## src/rtl/core/svm_pkg.sv

```systemverilog
// Shared definitions for the saturating voice mixer.
// Command codes, field widths and the address wrap unit status.
// No dependencies.
package svm_pkg;

  localparam int unsigned CMD_W      = 2;
  localparam int unsigned IN_ADDR_W  = 16;
  localparam int unsigned SAMPLE_W   = 16;
  localparam int unsigned LEN_W      = 17;
  localparam int unsigned COUNT_W    = 5;
  localparam int unsigned IN_DATA_W  = 56;
  localparam int unsigned OUT_DATA_W = 24;

  typedef enum logic [CMD_W-1:0] {
    CMD_WRITE = 2'd0,
    CMD_QUEUE = 2'd1,
    CMD_TICK  = 2'd2
  } cmd_t;

  typedef struct packed {
    logic busy;
    logic done;
  } wrap_stat_t;

endpackage

```

## src/rtl/core/svm_addr_wrap.sv

```systemverilog
// Address reduction modulo DEPTH in three registered steps: reciprocal multiply
// for a quotient estimate, multiply-subtract for the remainder, one correction.
// Depends on svm_pkg for widths and the status struct.
module svm_addr_wrap #(
  parameter int unsigned DEPTH = 65536
) (
  input  logic                             clk,
  input  logic                             rst_n,
  input  logic                             start,
  input  logic [svm_pkg::IN_ADDR_W-1:0]    addr_in,
  output logic [svm_pkg::IN_ADDR_W-1:0]    wrap_addr,
  output svm_pkg::wrap_stat_t              stat
);

  localparam int unsigned    SHIFT = 32;
  localparam int unsigned    PW    = 48;
  localparam logic [PW-1:0]  RECIP = PW'((64'd1 << SHIFT) / 64'(DEPTH));

  typedef enum logic [1:0] {
    P_QUOT, P_REM, P_FIX
  } phase_t;

  logic                            busy_r;
  logic                            done_r;
  phase_t                          phase_r;
  logic [svm_pkg::IN_ADDR_W-1:0]   val_r;
  logic [svm_pkg::IN_ADDR_W-1:0]   quot_r;
  logic [PW-1:0]                   prod;
  logic [PW-1:0]                   part;
  logic [PW-1:0]                   rest;
  logic [PW-1:0]                   fold;
  logic [svm_pkg::IN_ADDR_W-1:0]   val_fix;

  always_comb begin
    prod    = PW'(val_r) * RECIP;
    part    = PW'(quot_r) * PW'(DEPTH);
    rest    = PW'(val_r) - part;
    fold    = PW'(val_r) - PW'(DEPTH);
    val_fix = (PW'(val_r) >= PW'(DEPTH)) ? fold[svm_pkg::IN_ADDR_W-1:0] : val_r;
  end

  always_ff @(posedge clk) begin
    if (!rst_n) begin
      busy_r <= 1'b0;
      done_r <= 1'b0;
    end else begin
      done_r <= 1'b0;
      if (start) begin
        busy_r  <= 1'b1;
        phase_r <= P_QUOT;
        val_r   <= addr_in;
      end else if (busy_r) begin
        unique case (phase_r)
          P_QUOT: begin
            quot_r  <= prod[SHIFT+svm_pkg::IN_ADDR_W-1:SHIFT];
            phase_r <= P_REM;
          end
          P_REM: begin
            val_r   <= rest[svm_pkg::IN_ADDR_W-1:0];
            phase_r <= P_FIX;
          end
          P_FIX: begin
            val_r  <= val_fix;
            busy_r <= 1'b0;
            done_r <= 1'b1;
          end
          default: begin
            busy_r <= 1'b0;
          end
        endcase
      end
    end
  end

  assign wrap_addr = val_r;
  assign stat.busy = busy_r;
  assign stat.done = done_r;

endmodule

```

## config.mk

```make
export PLATFORM = sky130hd
export DESIGN_NAME = svm_addr_wrap
export DESIGN_NICKNAME = d
export VERILOG_FILES = /design/src/rtl/core/svm_pkg.sv /design/src/rtl/core/svm_addr_wrap.sv
export SDC_FILE = /design/constraint.sdc
export NUM_CORES = 1
export LEC_CHECK = 0
export ABC_CLOCK_PERIOD_IN_PS = 2050
export BUFFER_PORTS_ARGS = -buffer_cell sky130_fd_sc_hd__buf_2
export CAP_MARGIN = 0
export CORE_ASPECT_RATIO = 1.25
export CORE_MARGIN = 4
export CORE_UTILIZATION = 40
export CTS_CLUSTER_SIZE = 14
export DETAILED_ROUTE_END_ITERATION = 10
export GPL_ROUTABILITY_DRIVEN = 0
export HOLD_SLACK_MARGIN = 0.06
export PLACE_DENSITY = 0.74
export SYNTH_ARGS = -nofsm -noshare
export SYNTH_HDL_FRONTEND = slang
export SYNTH_SLANG_ARGS = --single-unit
```

## constraint.sdc

```tcl
create_clock -name clk -period 2.05 [get_ports clk]
set_input_delay 0.41 -clock clk [delete_from_list [all_inputs] [get_ports clk]]
set_output_delay 0.41 -clock clk [all_outputs]
set_load 0.01 [all_outputs]
```

# After elaboration in Yosys (flattened, before gate mapping)
# Cells that the tools add are included.
# totals
inputBits,19
reg_bits,20
word_cells,24
# classes
n_eq_ne,3
bitwise_logic,2
n_reduce_logical,8
muxes,7
# op_table
op,count
$mux W16,1
$mux W1,4
$pmux W2 S2,1
$reduce_and A4 Y1,1
$reduce_bool A2 Y1,2
$ne A3 B3 Y1 const B,1
$reduce_and A3 Y1,1
$reduce_bool A3 Y1,1
$reduce_or A3 Y1,1
$eq A2 B1 Y1 const B,1
$eq A2 B2 Y1 const B,1
$logic_not A2 Y1,1
$mux W2,1
$not A1 Y1,2
$reduce_or A2 Y1,1

# Logic depth before layout (Yosys ltp)
# depth
word_depth,5
depth_mapped,2
mapped_depth_nobuf,2

# Worst setup path after synthesis
# No wires, ideal clock.
# synth_timing
kind,input port to flip-flop
start,input port rst_n
end,"register val_r, in the netlist wrap_addr[0] (enable)"
t_arrival_ns,0.851
required_ns,1.676
setup_ns,0.374
stages,1
slack_ns,0.825
cell_sequence,and2_1
# synth_between
elab_chain_cells,1
# synth_lines
item,line,source
"start, declared",svm_addr_wrap.sv:8,"input logic rst_n,"
$reduce_and A4 Y1 (no source line),-,
"end signal, assigned",svm_addr_wrap.sv:51,val_r <= addr_in;
"end signal, assigned",svm_addr_wrap.sv:59,val_r <= rest[svm_pkg::IN_ADDR_W-1:0];
"end signal, assigned",svm_addr_wrap.sv:63,val_r <= val_fix;
"end, declared",svm_addr_wrap.sv:26,logic [svm_pkg::IN_ADDR_W-1:0] val_r;
# Every way passes these cells.
# A chain may end at the register's enable or synchronous reset.

# Final worst setup path
# layout_timing
start,"register val_r, in the netlist wrap_addr[12]"
end,output port wrap_addr[12] (netlist name)
# layout_rtl
item,line,source
"end, declared",svm_addr_wrap.sv:11,"output logic [svm_pkg::IN_ADDR_W-1:0] wrap_addr,"
# No word-level cell between the ends.

==> results.md <==
* Max-slew violation count at 0
* CP top delay family: flip-flops
* Starting Density at 0.420
* Total power at 0.000719 W
* DIE AREA at 2350 µm²
* Global-route wire length before repair at 1.57 mm
* CP max stage delay at 390 ps
* RSZ-0062 raised after global routing: no
* CTS hold repair buffers at 0
* Final setup fails at 0
* Post-CTS setup buffer count at 0
* Outcome: finished, final reports clean
* DP Wirelength at 910 µm
* Filler instances at 132
* Initial antenna violation count at 0
* Maximum VDD drop at 0.393 mV
* Clock skew at 7.06 ps
* Die width at 44.2 µm
* Flop and latch count out of synthesis at 20
* Pleak at 0.364 nW
* Clk sink count at 20
* Layout cell share with drive strength beyond 1 at 0.594
* Seq/Total Area, Yosys at 0.885
* # diodes at 0
* Clock Tree Buf Depth at 2
* R2r worst-path depth at 2
* Tmin final at 1230 ps
* Hold Crit Depth at 1
* Rel. slew slack at 0.555
* Vias at 386
* Hold Fails Final Rpt at 0
* Post-synthesis mux area share at 0
* Hold path start: addr_in[7]
* Max Clk Rate at 0.810 GHz
* XOR/XNOR share of the synthesized area at 0
* Initial DRC Count at 1
* CP max FO at 1
* Crit path capture type: output pin
* Synthesized area at 656 µm²
* Routed WL per cell at 12.9 µm
* Critical path startpoint category: flip-flop
* # IOs at 37
* Root buf cell: clkbuf_4
* Synth Area in Adders at 0
* Setup TNS Final at 0 ps
* Critical-path cell list: buf_2
* Residual DRC count at 0
* Worst slew pin tran at 667 ps
* DRT Wirelength at 1.12 mm
* Post-Syn Instances at 31
* CTS H-tree depth at 1
* Syn avg cell area at 21.1 µm²
* Vias in the first global route at 368
* Fin area at 870 µm²
* Post-Syn Nets at 50
* Reg2Reg Capture Point: phase_r[0]$_SDFFCE_PP0P_
* Largest family of logic cells by synthesized area: simple AND/OR/NAND/NOR gates
* Placed cell areas at 843 µm²
* Post-CTS sizing at 0
* MaxCap Viol Count at 0
* DRT Pass-1 Iters at 2
* Fin crit share at 0.602
* Largest net degree at the start of global routing at 17
* Post-Synth Simple-Gate Area at 0.0553
* Die Span Y at 53.3 µm
* Max stage delay cell, worst path: edfxtp_1
* Min-Delay Endpoint: wrap_addr[7]$_DFFE_PP_
* Routed Antenna Nets at 0
* Post-synth cell types at 11
* TritonCTS buffer count at 3
* Grt total ovfl at 0
* CTS tree: built
* Yosys warnings at 0
* Worst r2r src: phase_r[1]$_SDFFCE_PP0P_
* IO Port Bufs at 36
* Row cnt at 16
* Crit path DAT at 820 ps
* Power Density at 827 nW/µm²
* Hold Crit Class: primary input to flip-flop
* Core region area at 1560 µm²
* R2r setup slk at 960 ps
* # nets final at 89
* Buf/Inv on CP at 1
* Via/cell ratio at 4.44
* Worst-skew pair later-pin latency at 290 ps
* Compound-Gate Fraction of Synth Area at 0.0305
* Kind of critical path: flip-flop to output pin
* Worst EP required at 1640 ps
* GRT Util Overall at 0.0968
* Worst-path clk slew at 100 ps
* Synth-to-Final Area Change at 32.6%
[per-layer routing]
layer	global-route usage	share of wire
met5	0	0
met4	0.0452	0
met3	0.0306	0.17
met2	0.163	0.45
met1	0.110	0.38
[per-stage QoR]
stage               instances  worst slack (ps)  hold WS, ps  utilization
floorplan                  31               825          438            -
global placement           83               583          456        0.540
detailed placement         83               527          454        0.540
CTS                        87               803          282        0.557
global route               87               783          282        0.557
finish                     87               816          292        0.557
[layout make-up]
cell class | instances | area (µm²) | share of cell area
Sequential cell | 20 | 581 | 0.668
Timing Repair Buffer | 36 | 180 | 0.207
Multi-Input combinational cell | 8 | 56.3 | 0.0647
Clock buffer | 3 | 22.5 | 0.0259
Tap cell | 18 | 22.5 | 0.0259
Clock inverter | 1 | 3.75 | 0.00432
Inverter | 1 | 3.75 | 0.00432
[cell usage after synthesis, drive strengths merged]
master / n / area share
nor2b: 1 / 0.0095
dfxtp: 2 / 0.061
edfxtp: 18 / 0.82
nor4: 1 / 0.019
inv: 1 / 0.0057
buf: 2 / 0.023
a21oi: 1 / 0.0076
nor3b: 1 / 0.011
o21a: 2 / 0.023
nand2: 1 / 0.0057
and2: 1 / 0.0095
[state kept, by name, summed over array words and instances, names as in the netlist]
signal     count
busy_r         1
done_r         1
phase_r        2
wrap_addr     16
[worst max-delay path by stage]
stage,cells after the start,startpoint,endpoint
6_report,1,wrap_addr[12]$_DFFE_PP_,wrap_addr[12]
5_1_grt,1,wrap_addr[1]$_DFFE_PP_,wrap_addr[1]
4_1_cts,1,wrap_addr[1]$_DFFE_PP_,wrap_addr[1]
3_5_place_dp,2,start,wrap_addr[11]$_DFFE_PP_
3_3_place_gp,2,start,wrap_addr[11]$_DFFE_PP_
2_1_floorplan,1,rst_n,wrap_addr[0]$_DFFE_PP_
[kinds of logic (layout without fill, tap and decap cells)]
family / after synthesis / in the layout
buf+inv: 3 / 41
compound gates: 3 / 3
flops: 20 / 20
simple gates: 5 / 5
[cells in the final DEF, fill, tap and decap left out, drive strengths merged]
cell     n
buf     36
edfxtp  18
clkbuf   3
o21a     2
dfxtp    2
nor2b    1
and2     1
inv      1
a21oi    1
nand2    1
nor4     1
nor3b    1
clkinv   1
[where the power goes]
| part | internal, W | switching [W] | leakage (nW) |
|---|---|---|---|
| Combinational | 0.0000304 | 0.0000354 | 0.162 |
| Sequential | 0.000472 | 0.00000703 | 0.186 |
| Clock | 0.0000706 | 0.000104 | 0.0154 |
(Power assumes the default switching activity.)
